--- src/hw/rtl/pse_pkg.sv ---
// Shared types, constants and status codes for the postfix stack evaluator.
// No dependencies.
`timescale 1ns / 1ps
package pse_pkg;
  localparam int StackDepth = 64;
  localparam int FracBits   = 16;
  localparam int ValW       = 48;
  localparam int AddrW      = $clog2(StackDepth);
  localparam int CntW       = $clog2(StackDepth + 1);

  localparam logic [7:0] OpAdd = 8'h2B;
  localparam logic [7:0] OpSub = 8'h2D;
  localparam logic [7:0] OpMul = 8'h2A;
  localparam logic [7:0] OpDiv = 8'h2F;

  typedef enum logic [2:0] {
    ST_OK    = 3'd0,
    ST_UNDER = 3'd1,
    ST_DIVZ  = 3'd2,
    ST_BADOP = 3'd3,
    ST_LEFT  = 3'd4,
    ST_FULL  = 3'd5,
    ST_SAT   = 3'd6
  } status_t;

  typedef enum logic [2:0] {
    S_IDLE, S_RDR, S_RDL, S_EXEC, S_MUL, S_DIV, S_FIN, S_OUT
  } state_t;

  // Saturate a sign/magnitude value (magnitude may exceed 48 bits) to 48 bits.
  function automatic logic [ValW:0] sat_mag(input logic neg, input logic [96:0] mag);
    logic [ValW-1:0] v;
    logic            s;
    s = 1'b0;
    if (neg) begin
      if (mag > 97'h800000000000) begin
        v = 48'h800000000000; s = 1'b1;
      end else begin
        v = 48'(-mag[47:0]);
      end
    end else begin
      if (mag > 97'h7FFFFFFFFFFF) begin
        v = 48'h7FFFFFFFFFFF; s = 1'b1;
      end else begin
        v = mag[47:0];
      end
    end
    return {s, v};
  endfunction
endpackage

--- src/hw/rtl/pse_stack_ram.sv ---
// Operand stack memory: one write port, one registered read port.
// Depends on pse_pkg.
`timescale 1ns / 1ps
module pse_stack_ram
  import pse_pkg::*;
(
  input  logic            clk,
  input  logic            we,
  input  logic [AddrW-1:0] waddr,
  input  logic [ValW-1:0] wdata,
  input  logic [AddrW-1:0] raddr,
  output logic [ValW-1:0] rdata
);
  logic [ValW-1:0] mem [StackDepth];

  // write and registered read
  always_ff @(posedge clk) begin
    if (we) mem[waddr] <= wdata;
    rdata <= mem[raddr];
  end
endmodule

--- config.mk ---
export PLATFORM = sky130hd
export DESIGN_NAME = pse_stack_ram
export DESIGN_NICKNAME = d
export VERILOG_FILES = /design/src/hw/rtl/pse_pkg.sv /design/src/hw/rtl/pse_stack_ram.sv
export SDC_FILE = /design/constraint.sdc
export NUM_CORES = 2
export LEC_CHECK = 0
export ABC_AREA = 1
export BUFFER_PORTS_ARGS = -buffer_cell sky130_fd_sc_hd__buf_2
export CAP_MARGIN = 30
export CORE_AREA = 2 2 583 585
export CTS_BUF_LIST = sky130_fd_sc_hd__clkbuf_8
export CTS_CLUSTER_DIAMETER = 80
export DETAILED_ROUTE_END_ITERATION = 6
export DIE_AREA = 0 0 585 587
export PLACE_DENSITY = 0.6
export RECOVER_POWER = 50
export SYNTH_ARGS = -nofsm -noshare
export SYNTH_HDL_FRONTEND = slang
export SYNTH_SLANG_ARGS = --single-unit
--- constraint.sdc ---
create_clock -name clk -period 9.4 [get_ports clk]
set_clock_uncertainty 0.05 [all_clocks]
set_input_delay 0 -clock clk [delete_from_list [all_inputs] [get_ports clk]]
set_output_delay 0 -clock clk [all_outputs]
set_load 0.02 [all_outputs]
Word-level counts from Yosys, hierarchy flattened. Memory sizes are Yosys's and may differ from the RTL's. A register that Yosys moved wholly into a read port is not among the register bits. Cells that the tools add are included.

Muxes and demuxes: 2.

Operators with widths (number): $mux W1 (2).

Memories kept: 1. Flip-flop bits (word level): 0. RAM bits: 3072. Bits of input ports: 62.

Memory list: mem (depth 64, bits a word 48, read ports 1, clocked after memory_dff 1, wr ports 1, line pse_stack_ram.sv:14) `logic [ValW-1:0] mem [StackDepth];`.

Longest topological paths before layout.
Depth in word-level cells: 2. Gate-level depth with buffers: 13. Gate-level depth less buffers: 9.

Least setup slack after synthesis. Ideal clock, no wire load.

Kind: input -> register. Start: input port we. End: memory mem[48][0], enable pin. Library setup time: 0.574 ns. Arrival time: 5.132 ns. Stages: 3. Path slack: 3.644 ns. Required time: 8.776 ns. Cells stage by stage: clkbuf_1 nand4_1 nor4_1.

Cells in the longest elaborated chain, start to end: 2.

RTL lines: from (decl) (line pse_stack_ram.sv:8) `input logic we,`; $mux W1 (line pse_stack_ram.sv:18) `if (we) mem[waddr] <= wdata;`; $mux W1 (not written as such) (line pse_stack_ram.sv:18); to (decl) (line pse_stack_ram.sv:14).

Every way passes these cells.

==> impl_metrics.env <==
export IMPL_rows=214
export IMPL_drc_errors=0
export IMPL_rr_worst_depth=9
export IMPL_cts_tree="done"
export IMPL_worst_slack_ns=5.31
export IMPL_critical_path_most_common_cell="nand3_1"
export IMPL_drive_gt1_share_pct=8.35
export IMPL_crit_start="raddr[1]"
export IMPL_synth_cells=10100
export IMPL_drtIter0Drc=11300
export IMPL_cap_violations=56
export IMPL_hold_path_class="primary input to flop"
export IMPL_ant_nets=0
export IMPL_cp_end_kind="flop"
export IMPL_peakVddDrop_mv=0.124
export IMPL_violations="capacitance limit, slew limit"
export IMPL_cts_setup_buffers=0
export IMPL_port_buffers=109
export IMPL_first_global_vias=79100
export IMPL_dp_hpwl_um=201000
export IMPL_synth_distinct_cells=18
export IMPL_cpLargestDelayFamily="buffers and inverters"
export IMPL_synth_area_leaders="edfxtp_1 74%, nand3_1 12%, nand2_1 10%"
export IMPL_max_freq_mhz=244
export IMPL_routedWlPerCell_um=26.0
export IMPL_grt_setup_unrepaired="no"
export IMPL_dp_slack_ns=5.32
export IMPL_hold_buffers=91
export IMPL_critical_path_depth=13
export IMPL_crit_end="rdata[4]"
export IMPL_firstDrtPassIters=6
export IMPL_final_cell_mix="3372 x nand2_1, 3072 x edfxtp_1, 2857 x nand3_1"
export IMPL_worst_pin_slew_ns=3.16
export IMPL_cts_root_buf="clkbuf_8"
export IMPL_die_w_um=585
export IMPL_nets=10400
export IMPL_slowest_delay_ns=0.75
export IMPL_track_usage_pct=22.6
export IMPL_ios=110
export IMPL_slew_limit_headroom_pct=-111
export IMPL_ys_ff_latch=3120
export IMPL_path_clk_slew_ns=0.06
export IMPL_synth_top_family_by_area="simple AND/OR/NAND/NOR gates"
export IMPL_vias=83800
export IMPL_gp_congestion=0.815
export IMPL_worst_path_max_delay_cell="buf_12"
export IMPL_clk_latency_ns=1.17
export IMPL_drv_slew=2845
export IMPL_grt_overflow_total=0
export IMPL_cp_start_kind="primary input"
export IMPL_drt_wl_total_um=398000
export IMPL_finalCritPeriodShare_pct=43.6
export IMPL_finalSetupViolations=0
export IMPL_yosysTopAreaCellShare_pct=74.2
export IMPL_grt_pass1_wl_um=566000
export IMPL_finalSetupTns_ns=0
export IMPL_fin_crit_ns=4.09
export IMPL_synthXorXnorAreaFrac_pct=0
export IMPL_clkSinkCount=3120
export IMPL_synth_avg_cell_area_um2=12.3
export IMPL_criticalPathCategory="primary input to flop"
export IMPL_die_area_um2=343000
export IMPL_r2r_start="mem[27][4]"
export IMPL_outcome="finished, violations left"
export IMPL_via_per_inst=5.47
export IMPL_syn_area_um2=124000
export IMPL_whs_path_depth=4
export IMPL_grt_max_degree=217
export IMPL_powerDensity_nw_per_um2=200
export IMPL_crit_required_ns=10.33
export IMPL_regToRegEndpoint="rdata[4]"
export IMPL_clk_path_buf_depth=4
export IMPL_worst_path_max_fanout=144
export IMPL_area_growth_pct=12.3
export IMPL_p_leak_uw=0.0489
export IMPL_crit_buf_inv=6
export IMPL_antenna_found_initial=27
export IMPL_die_h_um=587
export IMPL_ff2ff_setup_slack_ns=7.35
export IMPL_core_area_um2=338000
export IMPL_h_tree_depth=5
export IMPL_hold_viol=0
export IMPL_ys_warn_count=0
export IMPL_yosys_area_share_simple_pct=21.9
export IMPL_initial_core_util_pct=36.8
export IMPL_syn_nets=10200
export IMPL_mostFrequentLayoutCell="nand2_1"
export IMPL_synthMuxAreaShare_pct=0
export IMPL_cts_resized=0
export IMPL_synth_seq_area_share_pct=75.0
export IMPL_netlist_top_cell_by_area="edfxtp_1"
export IMPL_synth_compound_area_share_pct=0
export IMPL_crit_chain="dlygate4sd3_1, buf_8, buf_12, buf_12, buf_12, nand3_1, nand3_1, nand3_1, nand3_1, nand2_1, nand2_1, nand2_1, dlygate4sd3_1"
export IMPL_fillers=31400
export IMPL_cp_arrival_ns=5.02
export IMPL_synthAdderAreaFrac_pct=0
export IMPL_cts_buffers_inserted=478
worst min path at each step:
stage               startpoint     endpoint  slack, ns
floorplan             wdata[0]    mem[0][0]       0.05
global placement     rdata[44]    rdata[44]       0.38
detailed placement   wdata[25]  mem[55][25]       0.30
CTS                   raddr[5]    rdata[29]      0.007
global route          raddr[5]    rdata[23]       0.02
finish                raddr[5]    rdata[29]       0.05
power breakdown:
group,total (µW),leakage [µW],switching (µW),internal (µW)
clock network,10700,0.00523,5350,5390
registers,15500,0.0280,76.4,15400
logic,1740,0.0157,1320,423
registers in the layout, indices dropped and copies added (netlist names):
signal  cells
mem      3072
rdata      48
synthesized netlist by cell type:
cell	instances
clkbuf_1	115
buf_1	59
buf_8	6
inv_4	1
buf_6	68
inv_2	1
nor2_1	56
buf_4	58
buf_2	367
nand4_1	9
nand2_1	3372
clkinv_1	2
inv_1	8
dfxtp_1	48
nand3_1	2857
nor4_1	8
buf_12	1
edfxtp_1	3072
cells by family (layout without fill, tap and decap cells):
logic type	after synthesis	count (layout)
buffers and inverters	686	1332
flip-flops	3120	3120
other	0	38
AND/OR/NAND/NOR	6302	6302
per-layer routing:
metal / share of wire (%) / track usage, % / vias to the layer above
met5: 0.0058 / 0 / -
met4: 4.8 / 9.91 / 4
met3: 9.6 / 3.95 / 922
met2: 47 / 36.1 / 4629
met1: 39 / 30.1 / 41600
li1: - / - / 36600
tightest hold or removal path: cells and delay by family:
| family | cells | cell delay [ns] |
|---|---|---|
| buf+inv | 2 | 0.83 |
| simple gates | 2 | 0.24 |
area by class of cell:
class	instances	area [µm²]	share of cell area, %
flip-flops and latches	3120	93200	66.8
inverters	12	95.1	0.0681
multi-input cells	6302	27700	19.8
well taps	4536	5680	4.07
repair buffers	445	3820	2.74
clock buffers	520	7160	5.13
clock inverters	355	1860	1.34
diodes	38	95.1	0.0681
metrics by stage:
step | instance area (µm²) | hold slack, ns | std cells | utilization [%] | power (µW)
finish | 140000 | 0.0505 | 15300 | 41.3 | 28000
global route | 140000 | 0.0185 | 15300 | 41.3 | 28800
CTS | 140000 | 0.00689 | 15200 | 41.3 | 28100
detailed placement | 130000 | 0.296 | 14300 | 38.4 | 17500
global placement | 129000 | 0.377 | 14200 | 38.1 | 17400
floorplan | 124000 | 0.0489 | 10100 | - | 16700
Note: power is estimated with default switching activity, not from simulation.
