===== src/hw/rtl/pse_pkg.sv =====
// Shared types, constants and status codes for the postfix stack evaluator.
// No dependencies.
`timescale 1ns / 1ps
package pse_pkg;
  localparam int StackDepth = 64;
  localparam int FracBits   = 16;
  localparam int ValW       = 48;
  localparam int AddrW      = $clog2(StackDepth);
  localparam int CntW       = $clog2(StackDepth + 1);

  localparam logic [7:0] OpAdd = 8'h2B;
  localparam logic [7:0] OpSub = 8'h2D;
  localparam logic [7:0] OpMul = 8'h2A;
  localparam logic [7:0] OpDiv = 8'h2F;

  typedef enum logic [2:0] {
    ST_OK    = 3'd0,
    ST_UNDER = 3'd1,
    ST_DIVZ  = 3'd2,
    ST_BADOP = 3'd3,
    ST_LEFT  = 3'd4,
    ST_FULL  = 3'd5,
    ST_SAT   = 3'd6
  } status_t;

  typedef enum logic [2:0] {
    S_IDLE, S_RDR, S_RDL, S_EXEC, S_MUL, S_DIV, S_FIN, S_OUT
  } state_t;

  // Saturate a sign/magnitude value (magnitude may exceed 48 bits) to 48 bits.
  function automatic logic [ValW:0] sat_mag(input logic neg, input logic [96:0] mag);
    logic [ValW-1:0] v;
    logic            s;
    s = 1'b0;
    if (neg) begin
      if (mag > 97'h800000000000) begin
        v = 48'h800000000000; s = 1'b1;
      end else begin
        v = 48'(-mag[47:0]);
      end
    end else begin
      if (mag > 97'h7FFFFFFFFFFF) begin
        v = 48'h7FFFFFFFFFFF; s = 1'b1;
      end else begin
        v = mag[47:0];
      end
    end
    return {s, v};
  endfunction
endpackage


===== src/hw/rtl/pse_divider.sv =====
// Restoring divider: ({|a|, FracBits zeros}) / |b|, one quotient bit a cycle.
// Depends on pse_pkg.
`timescale 1ns / 1ps
module pse_divider
  import pse_pkg::*;
(
  input  logic            clk,
  input  logic            rst_n,
  input  logic            start,
  input  logic [ValW-1:0] num_mag,
  input  logic [ValW-1:0] den_mag,
  output logic            done,
  output logic [ValW-1:0] quot,
  output logic            ovf
);
  localparam int DivW = ValW + FracBits;
  localparam int StepW = $clog2(DivW + 1);

  logic [DivW-1:0]  dvd_r;
  logic [ValW-1:0]  rem_r;
  logic [DivW-1:0]  q_r;
  logic [StepW-1:0] cnt_r;
  logic             busy_r;
  logic             done_r;
  logic [ValW:0]    trial;

  // the remainder stays below the divisor, so it fits in ValW bits
  assign trial = {rem_r, dvd_r[DivW-1]} - {1'b0, den_mag};

  // shift in one dividend bit per cycle
  always_ff @(posedge clk) begin
    if (!rst_n) begin
      busy_r <= 1'b0;
      done_r <= 1'b0;
    end else begin
      done_r <= 1'b0;
      if (start) begin
        busy_r <= 1'b1;
        cnt_r  <= StepW'(DivW);
        dvd_r  <= DivW'(num_mag) << FracBits;
        rem_r  <= '0;
        q_r    <= '0;
      end else if (busy_r) begin
        dvd_r <= dvd_r << 1;
        if (!trial[ValW]) begin
          rem_r <= trial[ValW-1:0];
          q_r   <= {q_r[DivW-2:0], 1'b1};
        end else begin
          rem_r <= {rem_r[ValW-2:0], dvd_r[DivW-1]};
          q_r   <= {q_r[DivW-2:0], 1'b0};
        end
        cnt_r <= cnt_r - StepW'(1);
        if (cnt_r == StepW'(1)) begin
          busy_r <= 1'b0;
          done_r <= 1'b1;
        end
      end
    end
  end

  assign done = done_r;
  assign quot = q_r[ValW-1:0];
  assign ovf  = |q_r[DivW-1:ValW];
endmodule


===== config.mk =====
export PLATFORM = sky130hd
export DESIGN_NAME = pse_divider
export DESIGN_NICKNAME = d
export VERILOG_FILES = /design/src/hw/rtl/pse_pkg.sv /design/src/hw/rtl/pse_divider.sv
export SDC_FILE = /design/constraint.sdc
export NUM_CORES = 1
export LEC_CHECK = 0
export BUFFER_PORTS_ARGS = -buffer_cell sky130_fd_sc_hd__buf_4
export CAP_MARGIN = 20
export CORE_MARGIN = 2
export CORE_UTILIZATION = 50
export DETAILED_ROUTE_END_ITERATION = 10
export PLACE_DENSITY = 0.8
export SYNTH_ARGS = -nofsm -noshare
export SYNTH_HDL_FRONTEND = slang
export SYNTH_SLANG_ARGS = --single-unit

===== constraint.sdc =====
create_clock -name clk -period 16.2 [get_ports clk]
set_input_delay 4.86 -clock clk [delete_from_list [all_inputs] [get_ports clk]]
set_output_delay 4.86 -clock clk [all_outputs]
set_load 0.02 [all_outputs]

### Word level (Yosys, flattened, before mapping)

Index checks and enable logic that the tools add are counted.

| word-level totals | value |
|---|---|
| bits in writable memories | 0 |
| bits in latches | 0 |
| memories kept | 0 |
| bits in read-only memories | 0 |
| bits in registers | 184 |

| operators by class | value |
|---|---|
| mux-type cells | 11 |
| order comparisons | 0 |
| reductions and logical operators | 4 |
| $mul | 0 |
| bitwise gates (word level) | 2 |
| shifts and indexed selects | 0 |
| divide/modulo/power cells | 0 |
| add/sub/neg operators | 2 |
| eq/ne operators | 1 |

Operators by type and width:

| operator | count |
|---|---|
| $mux W64 | 3 |
| $mux W48 | 2 |
| $sub A49 B48 Y49 | 1 |
| $reduce_or A16 Y1 | 1 |
| $eq A7 B1 Y1 const B | 1 |
| $mux W7 | 1 |
| $sub A7 B1 Y7 const B | 1 |
| $mux W1 | 5 |
| $reduce_or A3 Y1 | 1 |
| $not A1 Y1 | 2 |
| $reduce_and A2 Y1 | 1 |
| $reduce_bool A2 Y1 | 1 |

### Depth between registers and ports, before layout

| logic depth | value |
|---|---|
| depth after elaboration | 4 |
| gate-level depth with buffers | 16 |
| gate-level depth less buffers | 14 |

### Worst setup path before layout

No wires, ideal clock.

| path | value |
|---|---|
| path type | input to register |
| from | in start |
| to | reg cnt_r[0] (enable) |
| arrival time | 9125 ps |
| path buffers | 2 |
| setup time | 542 ps |
| setup slack | 6533 ps |
| stages | 3 |
| path through | clkbuf_1 clkbuf_1 o21a_1 |

| between the ends | value |
|---|---|
| cells in the longest elaborated chain, start to end | 2 |

Ends and longest elaborated chain:

| what | RTL line | RTL |
|---|---|---|
| start, declared | pse_divider.sv:9 | `input logic start,` |
| $reduce_bool A2 Y1 (no source line) | -- |  |
| $reduce_and A2 Y1 (no source line) | -- |  |
| end signal, assigned | pse_divider.sv:39 | `cnt_r <= StepW'(DivW);` |
| end signal, assigned | pse_divider.sv:52 | `cnt_r <= cnt_r - StepW'(1);` |
| end, declared | pse_divider.sv:22 | `logic [StepW-1:0] cnt_r;` |

Every way passes these cells.
A chain may end at the register's enable or synchronous reset.

### Worst setup path in the final report

| path | value |
|---|---|
| from | in den_mag[0] |
| to | reg rem_r[39] (data pin) |

| between the ends | value |
|---|---|
| cells in the longest elaborated chain, start to end | 3 |

Ends and longest elaborated chain:

| what | RTL line | RTL |
|---|---|---|
| start, declared | pse_divider.sv:11 | `input logic [ValW-1:0] den_mag,` |
| $sub A49 B48 Y49 | pse_divider.sv:28 | `assign trial = {rem_r, dvd_r[DivW-1]} - {1'b0, den_mag};` |
| $mux W48 | pse_divider.sv:45 | `if (!trial[ValW]) begin` |
| $mux W48 | pse_divider.sv:43 | `end else if (busy_r) begin` |
| end signal, assigned | pse_divider.sv:46 | `rem_r <= trial[ValW-1:0];` |
| end signal, assigned | pse_divider.sv:49 | `rem_r <= {rem_r[ValW-2:0], dvd_r[DivW-1]};` |
| end, declared | pse_divider.sv:20 | `logic [ValW-1:0] rem_r;` |

Every way passes these cells. The select of a mux whose other input is x is not followed.

==> results.sh <==
export IMPL_outcome="completed"
export IMPL_ys_warnings_count=0
export IMPL_htreeDepth=4
export IMPL_cts_sinks=169
export IMPL_ctsResizeCount=0
export IMPL_clk_insertion_delay_late_ns=0.44
export IMPL_clock_path_buffers=2
export IMPL_drv_cap=0
export IMPL_crit_required_ns=16.34
export IMPL_tns_ns=0
export IMPL_dieArea_um2=21800
export IMPL_n_antenna_cell=0
export IMPL_syn_avg_cell_area_um2=10.8
export IMPL_seq_area_frac_synth=0.491
export IMPL_cts_buffers=17
export IMPL_port_buffer_count=148
export IMPL_dpl_cell_area_um2=11300
export IMPL_vias=7191
export IMPL_critPathKind="input port to register"
export IMPL_fin_skew_ns=0.0162
export IMPL_first_global_vias=6970
export IMPL_rsz0062_at_grt="no"
export IMPL_fmax_ghz=0.125
export IMPL_instances_no_fill=1322
export IMPL_fin_area_um2=12000
export IMPL_die_w_um=148
export IMPL_critPathMaxFanout=31
export IMPL_async_flop_share=0
export IMPL_peakVddDrop_mv=0.0696
export IMPL_drc=0
export IMPL_slew_headroom=0.298
export IMPL_syn_nets=1104
export IMPL_core_area_um2=20200
export IMPL_yosys_area_top_type="edfxtp_1"
export IMPL_nets=1189
export IMPL_place_congestion=0.923
export IMPL_syn_inst=954
export IMPL_power_density_nw_per_um2=111
export IMPL_min_period_ns=8.02
export IMPL_placedCellCount=1288
export IMPL_synthFlopType="edfxtp_1"
export IMPL_initial_core_util=0.509
export IMPL_overflow=0
export IMPL_holdBufCountCts=0
export IMPL_drv_slew=0
export IMPL_syn2layout_area_growth_pct=16.1
export IMPL_groute_usage_overall=0.193
export IMPL_synthDistinctLibCells=56
export IMPL_wl_met2_mm=9.32
export IMPL_layout_drive_gt1_share=0.228
export IMPL_dpl_worst_slack_ns=7.71
export IMPL_leakagePower_nw=4.90
export IMPL_finalPower_mw=1.33
export IMPL_layout_setup_ws_ns=8.18
export IMPL_setup_viol=0
export IMPL_die_y_um=148
export IMPL_ys_top_cells_by_area="edfxtp_1, ha_1, mux2_2"
export IMPL_mappedNetlistArea_um2=10300
export IMPL_wl_met3_mm=1.40
export IMPL_postCtsSetupBuffers=0
export IMPL_grt_pass1_wl_mm=34.1
export IMPL_drt_met1_wl_mm=9.57
export IMPL_root_buffer="clkbuf_16"
export IMPL_cts_tree="done"
export IMPL_wirelength_mm=20.6
export IMPL_dp_hpwl_mm=14.3
export IMPL_worst_slew_pin_slew_ns=1.05
export IMPL_synth_top_area_frac=0.487
export IMPL_clk_pin_slew_worst_paths_ns=0.08
export IMPL_cp_arrival_ns=8.17
export IMPL_reg2reg_slack_ns=12.23
export IMPL_highest_layer="met4"
export IMPL_rows=52
export IMPL_hp_class="register to register"
export IMPL_boundaryPins=149
export IMPL_crit_path_start_kind="input port"
export IMPL_hold_violations=0
export IMPL_drt_first_pass_iters=5
export IMPL_drt_iter0_markers=531
export IMPL_ant_nets=0
export IMPL_crit_path_end_kind="register"
export IMPL_routedWlPerCell_um=15.6
export IMPL_grt_antenna_before_repair=0
export IMPL_synth_edf_count=167
export IMPL_vias_per_cell=5.44
export IMPL_ys_seq_elements=169
export IMPL_period_share=0.495
export IMPL_grt_max_degree=103
registers in the layout, indices dropped and copies added (netlist names):
register / cells
busy_r: 1
dvd_r: 48
q_r: 64
cnt_r: 7
rem_r: 48
done: 1
per-layer routing:
metal	up-vias	global-route usage
li1	3548	-
met3	23	0.0531
met1	3406	0.270
met5	-	0
met4	0	0.0567
met2	214	0.296
cells in the final DEF, fill, tap and decap left out, types with 8 or more instances in the layout:
master	n
xor2_1	18
nor3_1	14
nand2_1	37
clkbuf_16	17
mux2_2	47
nor2b_1	73
o21a_1	9
buf_4	152
xnor2_1	26
a211oi_1	12
ha_1	50
inv_1	65
edfxtp_1	167
mux2i_1	40
a21oi_1	61
nand2b_1	8
nand3_1	8
nor2_1	87
o21ai_0	40
nand4_1	17
a21o_1	16
worst paths after layout:
path,end,depth (start not counted),start
worst max-delay path,rem_r[39],15,den_mag[0]
worst min-delay path,done,1,busy_r
worst max register to register,rem_r[39],15,dvd_r[63]
worst min register to register,done,1,busy_r
worst max-delay path, stage by stage:
cell       delay [ns]
buf_4            0.08
ha_1             0.15
inv_1            0.05
fa_1             0.41
a21o_1           0.20
a221oi_2         0.39
a2111oi_2        0.14
a221o_1          0.35
nor4_2           0.26
o211ai_1         0.15
nand2_1          0.15
xnor2_2          0.13
buf_4            0.46
mux2i_1          0.28
nor2_1           0.07
stage by stage:
stage                     hold slack (ns)   util
after floorplan                     0.454      -
after global placement              0.480  0.556
after detailed placement            0.483  0.556
after CTS                           0.496  0.588
after global routing                0.508  0.591
final                               0.496  0.591
cell type report:
cell class,instances,area (µm²)
clock inverters,15,219
inverters,65,244
clock buffers,17,425
flip-flops and latches,169,5050
well taps,270,338
multi-input cells,632,4480
fillers,1726,8280
repair buffers,154,1200
kinds of logic (layout without fill, tap and decap cells):
| kind of cell | after synthesis | after routing | share of synthesized area |
|---|---|---|---|
| buffers and inverters | 153 | 251 | 0.0760 |
| and+or+nand+nor | 273 | 273 | 0.135 |
| adders and majority gates | 51 | 51 | 0.0627 |
| muxes | 87 | 87 | 0.0902 |
| xor gates and xnor gates | 45 | 45 | 0.0383 |
| AOI/OAI and AO/OA | 176 | 176 | 0.107 |
| DFF | 169 | 169 | 0.491 |
Yosys cell counts (2+ instances only):
cell type  number
and3_1          5
a31oi_1         2
nor4_1          7
o21a_1         10
nand2_1        37
inv_1          65
a21o_1         16
a21oi_1        61
or3_1           3
nand2b_1        8
buf_6           3
a211oi_1       12
ha_1           50
o21ai_0        40
edfxtp_1      167
xnor2_1        27
nand4_1        17
a221oi_1        2
and2_1          5
nor3_1         14
o21bai_1        7
nor2b_1        73
o31ai_1         3
nor2_1         87
clkbuf_1       33
nand3_1         8
buf_4          49
o2111ai_1       4
a21boi_0        2
mux2_2         47
o22ai_1         2
xor2_1         18
dfxtp_1         2
buf_2           2
a2111oi_0       2
o41ai_1         3
mux2i_1        40
or4_1           2
nor3b_1         2
power by group:
| group | total (mW) | leakage, nW | internal, mW | switching [mW] |
|---|---|---|---|---|
| clock network | 0.439 | 0.309 | 0.219 | 0.220 |
| logic | 0.343 | 2.96 | 0.152 | 0.191 |
| registers | 0.544 | 1.64 | 0.527 | 0.0166 |
Power figures use the tool's default switching activity.
